File: src/rtl/core/frba_pkg.sv
package frba_pkg;

  localparam int unsigned ALIGN_W   = 13;
  localparam int unsigned SIZE_W    = 21;
  localparam int unsigned HANDLE_W  = 22;
  localparam int unsigned SLOT_O_W  = 2;
  localparam int unsigned CFG_IDX_W = 2;

  typedef enum logic [1:0] {
    OP_ALLOC  = 2'd0,
    OP_SHRINK = 2'd1,
    OP_SWAP   = 2'd2,
    OP_NOP    = 2'd3
  } op_e;

  typedef enum logic [1:0] {
    KIND_VERTEX   = 2'd0,
    KIND_INDEX    = 2'd1,
    KIND_CONSTANT = 2'd2,
    KIND_CUSTOM   = 2'd3
  } kind_e;

  typedef enum logic [1:0] {
    STATUS_OK       = 2'd0,
    STATUS_OVERFLOW = 2'd1,
    STATUS_SHRINK   = 2'd2
  } status_e;

  localparam logic [CFG_IDX_W-1:0] CFG_VERTEX_ALIGN   = 2'd0;
  localparam logic [CFG_IDX_W-1:0] CFG_INDEX_ALIGN    = 2'd1;
  localparam logic [CFG_IDX_W-1:0] CFG_CONSTANT_ALIGN = 2'd2;

  localparam logic [ALIGN_W-1:0] VERTEX_ALIGN_RST   = 13'd32;
  localparam logic [ALIGN_W-1:0] INDEX_ALIGN_RST    = 13'd16;
  localparam logic [ALIGN_W-1:0] CONSTANT_ALIGN_RST = 13'd256;

  typedef struct packed {
    logic [ALIGN_W-1:0] vertex_align;
    logic [ALIGN_W-1:0] index_align;
    logic [ALIGN_W-1:0] constant_align;
  } align_cfg_t;

  typedef struct packed {
    op_e                op;
    kind_e              align_kind;
    logic [ALIGN_W-1:0] custom_align;
    logic [SIZE_W-1:0]  size_bytes;
  } req_t;

  typedef struct packed {
    logic [HANDLE_W-1:0] handle_offset;
    status_e             status;
    logic [SLOT_O_W-1:0] frame_slot;
    logic [SIZE_W-1:0]   fill_bytes;
    logic [SIZE_W-1:0]   peak_bytes;
    logic [SIZE_W-1:0]   alloc_count;
  } res_t;

endpackage

File: src/rtl/core/frba_cfg_regs.sv
module frba_cfg_regs (
  input  logic                             clk_i,
  input  logic                             rst_ni,
  input  logic                             cfg_we_i,
  input  logic [frba_pkg::CFG_IDX_W-1:0]   cfg_idx_i,
  input  logic [frba_pkg::ALIGN_W-1:0]     cfg_wdata_i,
  output frba_pkg::align_cfg_t             cfg_o
);

  frba_pkg::align_cfg_t cfg_q, cfg_d;

  always_comb begin
    cfg_d = cfg_q;
    if (cfg_we_i) begin
      case (cfg_idx_i)
        frba_pkg::CFG_VERTEX_ALIGN:   cfg_d.vertex_align   = cfg_wdata_i;
        frba_pkg::CFG_INDEX_ALIGN:    cfg_d.index_align    = cfg_wdata_i;
        frba_pkg::CFG_CONSTANT_ALIGN: cfg_d.constant_align = cfg_wdata_i;
        default: cfg_d = cfg_q;
      endcase
    end
  end

  always_ff @(posedge clk_i or negedge rst_ni) begin
    if (!rst_ni) begin
      cfg_q.vertex_align   <= frba_pkg::VERTEX_ALIGN_RST;
      cfg_q.index_align    <= frba_pkg::INDEX_ALIGN_RST;
      cfg_q.constant_align <= frba_pkg::CONSTANT_ALIGN_RST;
    end else begin
      cfg_q <= cfg_d;
    end
  end

  assign cfg_o = cfg_q;

endmodule

File: src/rtl/core/frba_step_logic.sv
module frba_step_logic #(
  parameter int unsigned REGION_BYTES = 1048576,
  parameter int unsigned REGION_COUNT = 3,
  localparam int unsigned FILL_W = $clog2(REGION_BYTES + 1),
  localparam int unsigned SLOT_W = $clog2(REGION_COUNT)
) (
  input  frba_pkg::req_t                   req_i,
  input  frba_pkg::align_cfg_t             cfg_i,
  input  logic [SLOT_W-1:0]                slot_i,
  input  logic [FILL_W-1:0]                fill_i,
  input  logic [frba_pkg::SIZE_W-1:0]      count_i,
  input  logic [FILL_W-1:0]                last_i,
  input  logic [FILL_W-1:0]                peak_i,
  output logic [SLOT_W-1:0]                slot_o,
  output logic [FILL_W-1:0]                fill_o,
  output logic [frba_pkg::SIZE_W-1:0]      count_o,
  output logic [FILL_W-1:0]                last_o,
  output logic [FILL_W-1:0]                peak_o,
  output frba_pkg::res_t                   res_o
);

  localparam int unsigned WIDE_W = ((FILL_W > frba_pkg::SIZE_W) ? FILL_W
                                                                : frba_pkg::SIZE_W) + 2;
  localparam int unsigned OFFS_W = FILL_W + 2;

  logic [frba_pkg::ALIGN_W-1:0] align_sel;
  logic [frba_pkg::ALIGN_W-1:0] align_mask;
  logic [WIDE_W-1:0]            aligned;
  logic [WIDE_W-1:0]            alloc_end;
  logic [frba_pkg::SIZE_W-1:0]  size_eff;
  logic                         overflow;
  logic                         shrink_err;
  logic [OFFS_W-1:0]            handle;
  logic [frba_pkg::HANDLE_W-1:0] handle_out;
  frba_pkg::status_e            status;

  always_comb begin
    case (req_i.align_kind)
      frba_pkg::KIND_VERTEX:   align_sel = cfg_i.vertex_align;
      frba_pkg::KIND_INDEX:    align_sel = cfg_i.index_align;
      frba_pkg::KIND_CONSTANT: align_sel = cfg_i.constant_align;
      default:                 align_sel = req_i.custom_align;
    endcase
  end

  // An alignment of zero behaves as one, so its mask is empty.
  assign align_mask = (align_sel == '0) ? '0 : align_sel - 1'b1;
  assign aligned    = (WIDE_W'(fill_i) + WIDE_W'(align_mask)) & ~WIDE_W'(align_mask);
  assign size_eff   = (req_i.size_bytes == '0) ? frba_pkg::SIZE_W'(1) : req_i.size_bytes;
  assign alloc_end  = aligned + WIDE_W'(size_eff);
  assign overflow   = alloc_end > WIDE_W'(REGION_BYTES);
  assign shrink_err = WIDE_W'(req_i.size_bytes) > WIDE_W'(last_i);
  assign handle     = OFFS_W'(slot_i) * OFFS_W'(REGION_BYTES) + OFFS_W'(aligned);

  always_comb begin
    slot_o     = slot_i;
    fill_o     = fill_i;
    count_o    = count_i;
    last_o     = last_i;
    peak_o     = peak_i;
    status     = frba_pkg::STATUS_OK;
    handle_out = '0;
    case (req_i.op)
      frba_pkg::OP_ALLOC: begin
        if (overflow) begin
          status = frba_pkg::STATUS_OVERFLOW;
        end else begin
          last_o     = FILL_W'(size_eff);
          fill_o     = FILL_W'(alloc_end);
          count_o    = (count_i == '1) ? count_i : count_i + 1'b1;
          handle_out = frba_pkg::HANDLE_W'(handle);
        end
      end
      frba_pkg::OP_SHRINK: begin
        if (shrink_err) begin
          status = frba_pkg::STATUS_SHRINK;
        end else begin
          fill_o = fill_i - last_i + FILL_W'(req_i.size_bytes);
          last_o = FILL_W'(req_i.size_bytes);
        end
      end
      frba_pkg::OP_SWAP: begin
        peak_o  = (fill_i > peak_i) ? fill_i : peak_i;
        slot_o  = (slot_i == SLOT_W'(REGION_COUNT - 1)) ? '0 : slot_i + 1'b1;
        fill_o  = '0;
        count_o = '0;
        last_o  = '0;
      end
      default: begin
      end
    endcase
  end

  always_comb begin
    res_o.handle_offset = handle_out;
    res_o.status        = status;
    res_o.frame_slot    = frba_pkg::SLOT_O_W'(slot_o);
    res_o.fill_bytes    = frba_pkg::SIZE_W'(fill_o);
    res_o.peak_bytes    = frba_pkg::SIZE_W'(peak_o);
    res_o.alloc_count   = count_o;
  end

endmodule

File: src/rtl/core/frame_ring_bump_allocator_core.sv
// Channel   Dir  Handshake                       Contents
// s_axis    in   s_axis_tvalid_i/s_axis_tready_o  one request: op, kind, alignment, size
// m_axis    out  m_axis_tvalid_o/m_axis_tready_i  one result for every request
// cfg       in   cfg_we_i                         alignment register write, no wait
//
// One item per cycle is sustained while m_axis_tready_i is high; each result passes
// through the input register and then the result register before it is presented.
// The fill, count, last size, peak and slot registers are updated in the same cycle that
// an item moves to the result register, which is the loop that sets that rate.
// Reset zeroes the valid flags and the slot, fill, count, last size and peak registers
// (not the input or result registers) and loads alignment with 32, 16 and 256.
// While m_axis_tready_i is low the result holds and one more item is taken into the
// input register; the input side then stalls.
module frame_ring_bump_allocator_core #(
  parameter int unsigned REGION_BYTES = 1048576,
  parameter int unsigned REGION_COUNT = 3
) (
  input  logic                           clk_i,
  input  logic                           rst_ni,
  input  logic                           cfg_we_i,
  input  logic [frba_pkg::CFG_IDX_W-1:0] cfg_idx_i,
  input  logic [frba_pkg::ALIGN_W-1:0]   cfg_wdata_i,
  input  logic                           s_axis_tvalid_i,
  output logic                           s_axis_tready_o,
  // custom_align[12:0], size_bytes[33:13], zero fill above
  input  logic [39:0]                    s_axis_tdata_i,
  // op[1:0], align_kind[3:2]
  input  logic [3:0]                     s_axis_tuser_i,
  output logic                           m_axis_tvalid_o,
  input  logic                           m_axis_tready_i,
  // handle_offset[21:0], frame_slot[23:22], fill_bytes[44:24], peak_bytes[65:45],
  // alloc_count[86:66], zero fill above
  output logic [87:0]                    m_axis_tdata_o,
  // status[1:0]
  output logic [1:0]                     m_axis_tuser_o
);

  localparam int unsigned FILL_W = $clog2(REGION_BYTES + 1);
  localparam int unsigned SLOT_W = $clog2(REGION_COUNT);

  frba_pkg::align_cfg_t cfg;
  frba_pkg::req_t       req_in;
  frba_pkg::req_t       req_q;
  frba_pkg::res_t       res_d, res_q;
  logic                 in_valid_q, in_valid_d;
  logic                 out_valid_q, out_valid_d;
  logic                 advance;

  logic [SLOT_W-1:0]           slot_q, slot_d;
  logic [FILL_W-1:0]           fill_q, fill_d;
  logic [frba_pkg::SIZE_W-1:0] count_q, count_d;
  logic [FILL_W-1:0]           last_q, last_d;
  logic [FILL_W-1:0]           peak_q, peak_d;

  frba_cfg_regs u_cfg (
    .clk_i       (clk_i),
    .rst_ni      (rst_ni),
    .cfg_we_i    (cfg_we_i),
    .cfg_idx_i   (cfg_idx_i),
    .cfg_wdata_i (cfg_wdata_i),
    .cfg_o       (cfg)
  );

  always_comb begin
    req_in.op           = frba_pkg::op_e'(s_axis_tuser_i[1:0]);
    req_in.align_kind   = frba_pkg::kind_e'(s_axis_tuser_i[3:2]);
    req_in.custom_align = s_axis_tdata_i[12:0];
    req_in.size_bytes   = s_axis_tdata_i[33:13];
  end

  assign advance         = in_valid_q && (!out_valid_q || m_axis_tready_i);
  assign s_axis_tready_o = !in_valid_q || advance;

  always_comb begin
    in_valid_d = in_valid_q;
    if (s_axis_tvalid_i && s_axis_tready_o) begin
      in_valid_d = 1'b1;
    end else if (advance) begin
      in_valid_d = 1'b0;
    end
    out_valid_d = out_valid_q;
    if (advance) begin
      out_valid_d = 1'b1;
    end else if (m_axis_tready_i) begin
      out_valid_d = 1'b0;
    end
  end

  frba_step_logic #(
    .REGION_BYTES (REGION_BYTES),
    .REGION_COUNT (REGION_COUNT)
  ) u_step (
    .req_i   (req_q),
    .cfg_i   (cfg),
    .slot_i  (slot_q),
    .fill_i  (fill_q),
    .count_i (count_q),
    .last_i  (last_q),
    .peak_i  (peak_q),
    .slot_o  (slot_d),
    .fill_o  (fill_d),
    .count_o (count_d),
    .last_o  (last_d),
    .peak_o  (peak_d),
    .res_o   (res_d)
  );

  always_ff @(posedge clk_i or negedge rst_ni) begin
    if (!rst_ni) begin
      in_valid_q  <= 1'b0;
      out_valid_q <= 1'b0;
      slot_q      <= '0;
      fill_q      <= '0;
      count_q     <= '0;
      last_q      <= '0;
      peak_q      <= '0;
    end else begin
      in_valid_q  <= in_valid_d;
      out_valid_q <= out_valid_d;
      if (advance) begin
        slot_q  <= slot_d;
        fill_q  <= fill_d;
        count_q <= count_d;
        last_q  <= last_d;
        peak_q  <= peak_d;
      end
    end
  end

  always_ff @(posedge clk_i) begin
    if (s_axis_tvalid_i && s_axis_tready_o) begin
      req_q <= req_in;
    end
    if (advance) begin
      res_q <= res_d;
    end
  end

  assign m_axis_tvalid_o = out_valid_q;
  assign m_axis_tuser_o  = res_q.status;
  assign m_axis_tdata_o  = {1'b0, res_q.alloc_count, res_q.peak_bytes, res_q.fill_bytes,
                            res_q.frame_slot, res_q.handle_offset};

  // A failed or non-allocating step never hands out an offset.
  a_err_no_handle: assert property (@(posedge clk_i) disable iff (!rst_ni)
    (out_valid_q && res_q.status != frba_pkg::STATUS_OK) |-> (res_q.handle_offset == '0))
    else $error("error result carries a nonzero offset");

  a_slot_range: assert property (@(posedge clk_i) disable iff (!rst_ni)
    32'(slot_q) < REGION_COUNT)
    else $error("slot index beyond region count");

  a_fill_range: assert property (@(posedge clk_i) disable iff (!rst_ni)
    (32'(fill_q) <= REGION_BYTES) && (last_q <= fill_q))
    else $error("region fill out of range");

  a_swap_clears: assert property (@(posedge clk_i) disable iff (!rst_ni)
    (advance && req_q.op == frba_pkg::OP_SWAP) |=> (fill_q == '0 && count_q == '0))
    else $error("swap did not clear the new region");

  a_stall_holds_state: assert property (@(posedge clk_i) disable iff (!rst_ni)
    !advance |=> ($stable(fill_q) && $stable(slot_q) && $stable(count_q)))
    else $error("state changed without an item moving");

endmodule
File: config.mk
export PLATFORM = sky130hd
export DESIGN_NAME = frame_ring_bump_allocator_core
export DESIGN_NICKNAME = d
export VERILOG_FILES = /design/src/rtl/core/frba_pkg.sv /design/src/rtl/core/frba_cfg_regs.sv /design/src/rtl/core/frba_step_logic.sv /design/src/rtl/core/frame_ring_bump_allocator_core.sv
export SDC_FILE = /design/constraint.sdc
export NUM_CORES = 1
export LEC_CHECK = 0
export BUFFER_PORTS_ARGS = -buffer_cell sky130_fd_sc_hd__buf_2
export CORE_AREA = 2 2 175 177
export CTS_CLUSTER_SIZE = 24
export DETAILED_ROUTE_END_ITERATION = 7
export DIE_AREA = 0 0 177 179
export MAX_ROUTING_LAYER = met4
export PLACE_DENSITY = 0.8
export SLEW_MARGIN = 0
export SYNTH_ARGS = -nofsm -noshare
export SYNTH_HDL_FRONTEND = slang
export SYNTH_HIERARCHICAL = 1
export SYNTH_SLANG_ARGS = --single-unit
File: constraint.sdc
create_clock -name clk_i -period 8.6 [get_ports clk_i]
set_input_delay 0.43 -clock clk_i [delete_from_list [all_inputs] [get_ports clk_i]]
set_output_delay 0.43 -clock clk_i [all_outputs]
set_load 0.01 [all_outputs]
# After elaboration in Yosys (flattened, before gate mapping)

Index checks and enable logic that the tools add are counted.

Memory bits (writable): 0
Memories: 0
Logic and storage cells: 86
ROM bits: 0
Output and inout port bits: 92
Latch bits: 0
Bits of input ports: 64
Register bits: 254

Add/sub/neg operators: 8
Divide/modulo/power cells: 0
Reduce and logical (&&, ||, !) cells: 19
Equal/unequal tests: 10
Muxes and demuxes: 23
Magnitude comparators: 3
Bitwise gates (word level): 3
Shift operators: 0
Multiply operators: 0

Operators with widths:

| kind                                                                               | count |
|---|---|
| 21-bit 2-to-1 mux                                                                  | 9 |
| 21-bit one-hot mux with 3 select lines                                             | 2 |
| 21-bit greater-than comparator                                                     | 2 |
| 21-bit one-hot mux with 2 select lines                                             | 1 |
| 13-bit one-hot mux with 3 select lines                                             | 1 |
| 23-bit by 21-bit adder with 23-bit output                                          | 1 |
| 22-bit by 23-bit AND with 23-bit output                                            | 1 |
| 23-bit by 21-bit greater-than comparator with 1-bit output (second input constant) | 1 |
| 13-bit NOT with 23-bit output                                                      | 1 |
| 21-bit by 13-bit adder with 22-bit output                                          | 1 |
| 22-bit adder                                                                       | 1 |
| 21-bit by 1-bit adder with 21-bit output (second input constant)                   | 1 |
| 21-bit adder                                                                       | 1 |
| 21-bit == test (second input constant)                                             | 1 |
| 21-bit zero test                                                                   | 1 |
| 21-bit subtractor                                                                  | 1 |
| 13-bit zero test                                                                   | 1 |
| 13-bit 2-to-1 mux                                                                  | 1 |
| 13-bit by 1-bit subtractor with 13-bit output (second input constant)              | 1 |
| 2-bit == test (second input constant)                                              | 4 |
| 2-bit by 1-bit == test with 1-bit output (second input constant)                   | 3 |
| 2-bit zero test                                                                    | 3 |
| 2-bit 2-to-1 mux                                                                   | 3 |
| 2-bit AND reduction                                                                | 3 |
| 12 further kinds                                                                   | 21 |

# Logic depth before layout (Yosys ltp)

Gate-level depths: netlist (run 1).

Depth after elaboration: 10
Mapped depth: 35
Mapped depth without buffers: 31

# By module

Netlist (run 1), hierarchy kept.

By module, submodules not included:

| module                         | sequential area each (um2) | area an instance (um2) | cells an instance | instances |
|---|---|---|---|---|
| frba_step_logic                | 0.0                        | 7439.6                 | 1039              | 1 |
| frame_ring_bump_allocator_core | 6015.8                     | 7224.4                 | 319               | 1 |
| frba_cfg_regs                  | 979.7                      | 1468.9                 | 84                | 1 |

# Worst setup path before layout (run 1)

Ideal clock, no wire load.

Path type: register -> register
From: register req_q[34] (netlist bit)
To: register fill_q[12]
Slack: 0.297 ns
Arrival time: 8.178 ns
Required time: 8.475 ns
Buffers on the path: 4
Cell stages (with the launch flop): 36
Period minus slack after synthesis: 8.303 ns
Setup time: 0.125 ns
Cell sequence: edfxtp_1 > buf_6 > mux4_2 > inv_1 > ha_1 > or3b_1 > nor4_4 > clkbuf_1 > nor2_1 > fa_1 > a21o_1 > a21oi_1 > o21bai_1 > a21oi_1 > o21bai_1 > a21oi_1 > o21bai_1 > a311o_1 > nand2_1 > xor2_1 > nor2_1 > ha_1 > clkbuf_1 > nand3_1 > nor2_1 > a2111oi_2 > nand3_1 > a2111oi_0 > nand4_1 > o31ai_1 > nand2b_1 > nand2_2 > nand2_2 > buf_4 > a221o_1 > mux2_4

Word-level cells in the longest chain between the ends: 10
Elaborated cells between the ends (all ways): 14
Classes of those cells: 3 x add/sub; 1 x order compare; 2 x eq/ne; 4 x mux; 2 x bitwise; 2 x reduce/logical

RTL lines:

| element                                                                                           | RTL line                              | RTL |
|---|---|---|
| start: declaration                                                                                | frame_ring_bump_allocator_core.sv:43  | `frba_pkg::req_t req_q;` |
| start signal: assignment                                                                          | frame_ring_bump_allocator_core.sv:132 | `req_q <= req_in;` |
| 2-bit == test (tied with other cells)                                                             | frba_step_logic.sv:38                 | `case (req_i.align_kind)` |
| 13-bit one-hot mux with 3 select lines (*)                                                        | frba_step_logic.sv:38                 |  |
| 13-bit by 1-bit subtractor with 13-bit output / 13-bit zero test (equally long branches)          | frba_step_logic.sv:47                 | `assign align_mask = (align_sel == '0) ? '0 : align_sel - 1'b1;` |
| 13-bit 2-to-1 mux (*)                                                                             | frba_step_logic.sv:47                 |  |
| 21-bit by 13-bit adder with 22-bit output / 13-bit NOT with 23-bit output (equally long branches) | frba_step_logic.sv:48                 | `assign aligned = (WIDE_W'(fill_i) + WIDE_W'(align_mask)) & ~WIDE_W'(align_mask);` |
| 22-bit by 23-bit AND with 23-bit output (*)                                                       | frba_step_logic.sv:48                 |  |
| 23-bit by 21-bit adder with 23-bit output (*)                                                     | frba_step_logic.sv:50                 | `assign alloc_end = aligned + WIDE_W'(size_eff);` |
| 23-bit by 21-bit greater-than comparator with 1-bit output                                        | frba_step_logic.sv:51                 | `assign overflow = alloc_end > WIDE_W'(REGION_BYTES);` |
| 21-bit 2-to-1 mux (*)                                                                             | frba_step_logic.sv:65                 | `if (overflow) begin` |
| 21-bit one-hot mux with 3 select lines (*)                                                        | frba_step_logic.sv:63                 | `case (req_i.op)` |
| via fill_d[12]                                                                                    | frame_ring_bump_allocator_core.sv:50  | `logic [FILL_W-1:0] fill_q, fill_d;` |
| end signal: assignment                                                                            | frame_ring_bump_allocator_core.sv:122 | `fill_q <= fill_d;` |
| end: declaration                                                                                  | frame_ring_bump_allocator_core.sv:50  |  |

The timed path passes the listed nets; every way through them passes the cells marked *.
A chain may end at the register's enable or synchronous reset.

# Worst setup path in the final report (run 1)

From: register req_q[34] (netlist bit)
To: register count_q[12] (netlist bit)

Word-level cells in the longest chain between the ends: 10
Elaborated cells between the ends (all ways): 14
Classes of those cells: 3 x add/sub; 1 x order compare; 2 x eq/ne; 4 x mux; 2 x bitwise; 2 x reduce/logical

RTL lines:

| element                                                                                           | RTL line                              | RTL |
|---|---|---|
| 2-bit == test (tied with other cells)                                                             | frba_step_logic.sv:38                 |  |
| 13-bit one-hot mux with 3 select lines (*)                                                        | frba_step_logic.sv:38                 |  |
| 13-bit by 1-bit subtractor with 13-bit output / 13-bit zero test (equally long branches)          | frba_step_logic.sv:47                 |  |
| 13-bit 2-to-1 mux (*)                                                                             | frba_step_logic.sv:47                 |  |
| 21-bit by 13-bit adder with 22-bit output / 13-bit NOT with 23-bit output (equally long branches) | frba_step_logic.sv:48                 |  |
| 22-bit by 23-bit AND with 23-bit output (*)                                                       | frba_step_logic.sv:48                 |  |
| 23-bit by 21-bit adder with 23-bit output (*)                                                     | frba_step_logic.sv:50                 |  |
| 23-bit by 21-bit greater-than comparator with 1-bit output (*)                                    | frba_step_logic.sv:51                 |  |
| 21-bit 2-to-1 mux (*)                                                                             | frba_step_logic.sv:65                 |  |
| 21-bit one-hot mux with 2 select lines (*)                                                        | frba_step_logic.sv:63                 |  |
| via count_d, one bit                                                                              | frame_ring_bump_allocator_core.sv:51  | `logic [frba_pkg::SIZE_W-1:0] count_q, count_d;` |
| end signal: assignment                                                                            | frame_ring_bump_allocator_core.sv:123 | `count_q <= count_d;` |
| end: declaration                                                                                  | frame_ring_bump_allocator_core.sv:51  |  |

Marks and branches as above.

==> flow_summary.json, run 1 <==
{
  "globalRouteOverflowTotal": 0,
  "placementRows": 64,
  "ys_types": 79,
  "cts_tree": "done",
  "clock-sinks": 254,
  "critPathMaxFanout": 13,
  "cts-root-buf": "clkbuf_16",
  "vias_per_cell": 5.78,
  "p_int_mw": 3.73,
  "design_power_total_mw": 6.31,
  "fin_crit_sh": 0.967,
  "fp.dieW_um": 177,
  "htreeDepth": 1,
  "initial_core_util": 0.537,
  "die_h_um": 179,
  "grt_pass1_vias": 10900,
  "worst_pin_slew_ps": 1180,
  "dpl_worst_slack_ps": -77.5,
  "clk_path_buf_depth": 3,
  "numPortBuffers": 148,
  "p_sw_mw": 2.58,
  "cp_slowest_cell": "mux4_2",
  "setup_tns_ps": 0,
  "synth.avg_cell_area_um2": 11.2,
  "first_pass_iters": 5,
  "setup-violations-final": 0,
  "gp_congestion": 0.943,
  "first_iter_violations": 764,
  "ys_top_cells_by_area": "edfxtp_1 24%, dfrtp_1 19%, ha_1 7.7%",
  "drive_gt1_frac": 0.256,
  "synth_seq_cells": 254,
  "path_class": "reg -> reg",
  "synth_area_leader_cell": "edfxtp_1",
  "fin_util": 0.591,
  "maxSlewHeadroom": 0.209,
  "power-per-cell-area_nw_per_um2": 355,
  "area_delta_synth_final_pct": 10.0,
  "layout_setup_ws_ps": 282,
  "wirelength_um": 38100,
  "worst_setup_path_start_kind": "flip-flop",
  "yosysTopAreaCellShare": 0.236,
  "synthArstFlopShare": 0.500,
  "yosysWarnings": 6,
  "dp_hpwl_um": 28500,
  "comb_power_share": 0.527,
  "clkPwrFrac": 0.185,
  "dp_cells": 1881,
  "clk_pin_slew_ps": 70,
  "fin_cells": 1940,
  "antennaDiodeCount": 0,
  "fin_crit_ps": 8320,
  "design_area_um2": 17700,
  "clock_latency_ps": 560,
  "switching_share": 0.409,
  "antenna_found_initial": 0,
  "hold_buffers": 0,
  "synth_area_um2": 16100,
  "required_ps": 9040,
  "placed_area_um2": 16700,
  "slew_viol_final": 0,
  "drc_errors": 0,
  "die_area_um2": 31700,
  "syn_nets": 1627,
  "status": "completed",
  "io_pins": 156,
  "placeableCoreArea_um2": 30000,
  "ir_worst_vdd_v": 0.000188,
  "grt_pass1_wl_um": 58800,
  "grtUsageTotal": 0.247,
  "synth_edf_count": 127,
  "ys_seq_area_frac": 0.434,
  "drt.antenna.violating_nets": 0,
  "cpPeakStageDelay_ps": 540,
  "num_vias": 11200,
  "cpMostUsedCell": "o21bai_1",
  "clock.fmax_mhz": 120,
  "power_frac_seq": 0.288,
  "cts_buffers": 27,
  "layout.nets": 1708,
  "maxCapViolCount": 0,
  "timing.hold.ws_ps": 39.9,
  "synth-main-ff-cell": "edfxtp_1",
  "hold_viol": 0,
  "hp-class": "in -> async",
  "syn_inst": 1442,
  "p_leak_nw": 7.96,
  "fin_skew_ps": 22.3,
  "worstPathArrival_ps": 8760,
  "grt_max_degree": 90,
  "worstSetupEndpointType": "flip-flop",
  "wl_per_cell_um": 19.7
}
## synthesized netlist by cell type, types with 4 or more instances
cell      count
or3_1         7
a221o_1      19
dfrtp_1     124
o21a_1       12
and2_1       19
o21bai_1      9
mux4_2       13
a211oi_1      6
nand2_1      59
nand3b_1      5
mux2_2       99
inv_1       139
mux2_4       29
a211o_1       5
o21ai_0      31
nor3_1       31
nor2_1       89
ha_1         99
fa_1         22
clkbuf_1     35
or4_1         4
and4_1        4
a21o_1       38
nor4_1       15
buf_2         7
or2_2         6
nand3_1      22
a31oi_1       5
and3_1       12
nand2b_1     13
edfxtp_1    127
o211ai_1      4
xnor2_1      48
mux2i_1      24
nand4_1      14
nor2b_1      13
a22o_1       23
xor2_1       21
buf_4        73
a21oi_1      50
buf_6         7
## timing repair
action	CTS	global route
buffers inserted	2	7
setup endpoints to repair	42	96
pin swaps	0	4
resized for setup	2	9
## layout make-up
type / count / area [um^2]
tap: 396 / 495
fill: 2470 / 12300
clock buffer: 35 / 747
clock inverter: 15 / 145
multi-input combinational: 925 / 7880
timing repair buffer: 175 / 962
sequential: 254 / 7000
inverter: 140 / 528
## power groups by stage
| stage | clock (mW) | combinational [mW] | sequential (mW) |
|---|---|---|---|
| 3_5_place_dp | 0 | 3.19 | 1.83 |
| 3_3_place_gp | 0 | 3.09 | 1.82 |
| 2_1_floorplan | 0 | 2.54 | 1.81 |
| 5_1_grt | 1.23 | 3.64 | 1.85 |
| 6_report | 1.16 | 3.33 | 1.82 |
| 4_1_cts | 1.19 | 3.23 | 1.81 |
## metal layers
layer | track usage | vias up | wire (um)
li1 | - | 5258 | -
met1 | 0.334 | 5498 | 16800
met2 | 0.391 | 392 | 17800
met3 | 0.0261 | 74 | 2300
met4 | 0.0816 | 0 | 1300
met5 | - | - | 0
## cells in the final DEF (no fill, tap or decap), types with 6 or more instances in the layout
cell type / instances
fa_1: 22
o21a_1: 12
inv_1: 138
nand2_1: 59
and3_1: 12
o21ai_0: 31
ha_1: 98
or3_1: 7
a22o_1: 23
mux2_2: 99
edfxtp_1: 127
nand3_1: 21
nor2b_1: 13
xor2_1: 21
nor3_1: 31
mux2_4: 29
o21bai_1: 9
mux2i_1: 24
nor4_1: 13
dfrtp_1: 124
or2_2: 6
buf_2: 147
nand4_1: 14
xnor2_1: 48
nor2_1: 89
nand2b_1: 13
a221o_1: 19
mux4_2: 13
and2_1: 18
a21o_1: 38
clkbuf_16: 28
a21oi_1: 48
buf_4: 26
## state kept, by name, summed over array words and instances, names as in the netlist, 2 cells and up
register,flops
slot_q,2
last_q,21
m_axis_tdata_o,87
peak_q,21
req_q,38
u_cfg/cfg_o,39
count_q,21
m_axis_tuser_o,2
fill_q,21
## critical path, delay by kind of cell, from the launching register on
kind            cells  cell delay, ps
flops               1             380
mux                 2             860
simple gates       10            2480
fa+ha+maj           3             850
xor+xnor            2             360
compound gates     12            2630
buf+inv             4             630
## logic make-up (layout without fill, tap and decap cells)
group,Yosys count,count (layout),share of synthesized area
AO/OA/AOI/OAI,239,239,0.107
adder cells (fa/ha/maj),121,121,0.104
AND/OR/NAND/NOR,330,330,0.106
multiplexers,165,165,0.129
XOR/XNOR,69,69,0.0375
flip-flops,254,254,0.434
buffers and inverters,263,365,0.0820
other,1,1,0.000232
## worst paths after layout
check | start | endpoint | slack (ps) | depth (start not counted)
max | req_q[34] | count_q[12] | 280 | 33
min | rst_ni | count_q[20] | 40 | 1
min in group clk_i | s_axis_tuser_i[1] | req_q[37] | 50 | 1
max in group asynchronous | rst_ni | in_valid_q | 7240 | 2
max reg2reg | req_q[34] | count_q[12] | 280 | 33
min reg2reg | u_cfg/cfg_o[10] | u_cfg/cfg_o[10] | 500 | 1
Power figures use the tool's default switching activity.
==> run 2: changes to the inputs <==
--- a/config.mk
+++ b/config.mk
@@ -6,12 +6,13 @@
 export NUM_CORES = 1
 export LEC_CHECK = 0
 export BUFFER_PORTS_ARGS = -buffer_cell sky130_fd_sc_hd__buf_2
-export CORE_AREA = 2 2 175 177
+export CAP_MARGIN = 10
+export CORE_AREA = 3 3 194 196
 export CTS_CLUSTER_SIZE = 24
 export DETAILED_ROUTE_END_ITERATION = 7
-export DIE_AREA = 0 0 177 179
+export DIE_AREA = 0 0 197 199
 export MAX_ROUTING_LAYER = met4
-export PLACE_DENSITY = 0.8
+export PLACE_DENSITY = 0.68
 export SLEW_MARGIN = 0
 export SYNTH_ARGS = -nofsm -noshare
 export SYNTH_HDL_FRONTEND = slang
==> run 2 against run 1 <==
Effect of this change:
- maximum frequency increased by 2.4%
- sequential cell count unchanged
- worst hold slack improved by 2.4 ps
- sequential share of layout area decreased by 0.43 points
- first-iteration DRC count decreased by 12%
- cell area increased by 1.1%
- critical path depth unchanged
- largest power group unchanged
==> flow_summary.json, run 2 (synthesis results as in run 1) <==
{
  "reg2reg_depth": 33,
  "hold_depth": 1,
  "seq_area_um2": 7000,
  "cts_tree": "done",
  "placeableCoreArea_um2": 36300,
  "clock-sinks": 254,
  "clock_latency_ps": 560,
  "p_leak_nw": 8.01,
  "fin_skew_ps": 16.5,
  "status": "completed",
  "clk_path_buf_depth": 3,
  "numPortBuffers": 148,
  "htreeDepth": 1,
  "final_cell_mix": "147 x buf_2, 138 x inv_1, 127 x edfxtp_1",
  "fin_cells": 2015,
  "fp.dieW_um": 197,
  "initial_core_util": 0.445,
  "drc_errors": 0,
  "clk_pin_slew_ps": 60,
  "dp_hpwl_um": 30000,
  "first_iter_violations": 674,
  "ir_worst_vdd_v": 0.000199,
  "largest_reg_flops": 87,
  "cpPeakStageDelay_ps": 540,
  "required_ps": 9040,
  "area_delta_synth_final_pct": 11.2,
  "r2r_end": "count_q[12]",
  "drt.antenna.violating_nets": 0,
  "io_pins": 156,
  "first_pass_iters": 6,
  "fillers": 3274,
  "worst_setup_path_start_kind": "flip-flop",
  "multi_input_area_um2": 7900,
  "vias_per_cell": 5.53,
  "globalRouteOverflowTotal": 0,
  "cp_slowest_cell": "mux4_2",
  "num_vias": 11100,
  "antenna_found_initial": 0,
  "die_h_um": 199,
  "dp_cells": 1956,
  "placementRows": 70,
  "grt_max_degree": 73,
  "gp_congestion": 0.944,
  "worstSetupEndpointType": "flip-flop",
  "grtUsageTotal": 0.204,
  "fin_crit_ps": 8130,
  "wirelength_um": 39400,
  "die_area_um2": 39200,
  "hold_end": "req_q[3]",
  "setup-violations-final": 0,
  "rrSetupSlack_ps": 470,
  "maxSlewHeadroom": 0.196,
  "wl_per_cell_um": 19.5,
  "worstPathArrival_ps": 8570,
  "drive_gt1_frac": 0.258,
  "worst_pin_slew_ps": 1200,
  "hold_viol": 0,
  "layout.nets": 1709,
  "cts-root-buf": "clkbuf_16",
  "timing.rr.start": "req_q[34]",
  "grt_pass1_vias": 11000,
  "grt_pass1_wl_um": 60800,
  "critPathMaxFanout": 11,
  "maxCapViolCount": 0,
  "holdCritStartpoint": "s_axis_tdata_i[16]",
  "clock.fmax_mhz": 123,
  "timing.hold.ws_ps": 42.2,
  "fin_util": 0.495,
  "fin_crit_sh": 0.945,
  "final_common_cell": "buf_2",
  "power-per-cell-area_nw_per_um2": 353,
  "cts_buffers": 29,
  "path_class": "reg -> reg",
  "hp-class": "in -> reg",
  "slew_viol_final": 0,
  "antennaDiodeCount": 0
}
run 2: routing by layer:
metal	global-route usage	part of all wire	wire length, um
met3	0.0351	0.071	2790
met5	-	0	0
met1	0.274	0.44	17300
met2	0.318	0.46	17900
met4	0.0655	0.035	1380
run 2: area by class of cell:
type,count,area share
inverters,140,0.0294
clock buffers,43,0.0468
repair buffers,174,0.0540
clock inverters,11,0.00697
well taps,468,0.0326
multi-input cells,925,0.440
flip-flops and latches,254,0.390
run 2: how the worst max path moves through the flow:
| stage | startpoint | end | slack [ps] | depth (start not counted) |
|---|---|---|---|---|
| final | req_q[34] | count_q[12] | 470 | 33 |
| after global routing | req_q[34] | count_q[12] | -20 | 33 |
| after CTS | req_q[34] | last_q[8] | 10 | 33 |
| after global placement | req_q[34] | last_q[6] | 230 | 33 |
| after floorplan | req_q[34] | fill_q[12] | 300 | 35 |
| after detailed placement | req_q[34] | last_q[8] | 50 | 33 |
run 2: timing repair:
action / CTS / global route
buffers inserted: 0 / 4
hold endpoints to repair: 52 / 0
resized for setup: 0 / 16
endpoints found under the setup margin: 0 / 114
hold buffers: 1 / 0
run 2: worst max-delay path: cells and delay by family, from the launching register on:
family                     cells  cell delay [ps]
buffers and inverters          4              620
muxes                          2              850
DFF                            1              370
and+or+nand+nor               11             2540
AOI/OAI and AO/OA             11             2370
adders and majority gates      3              910
xor gates and xnor gates       2              340
run 2: through the flow:
step / power [mW] / TNS [ps] / setup slack [ps] / area, um^2
after floorplan: 4.35 / 0 / 297 / 16100
after global placement: 4.96 / 0 / 228 / 16900
after detailed placement: 5.04 / 0 / 48.9 / 16900
after CTS: 6.30 / 0 / 11.0 / 17800
after global routing: 6.81 / -27.9 / -24.4 / 17900
final: 6.34 / 0 / 474 / 17900
run 2: power by group:
part	switching, mW	internal [mW]	total [mW]	leakage (nW)
Clock	0.493	0.737	1.23	0.471
Sequential	0.232	1.60	1.83	2.88
Combinational	1.84	1.44	3.28	4.66
Total	2.57	3.77	6.34	8.01
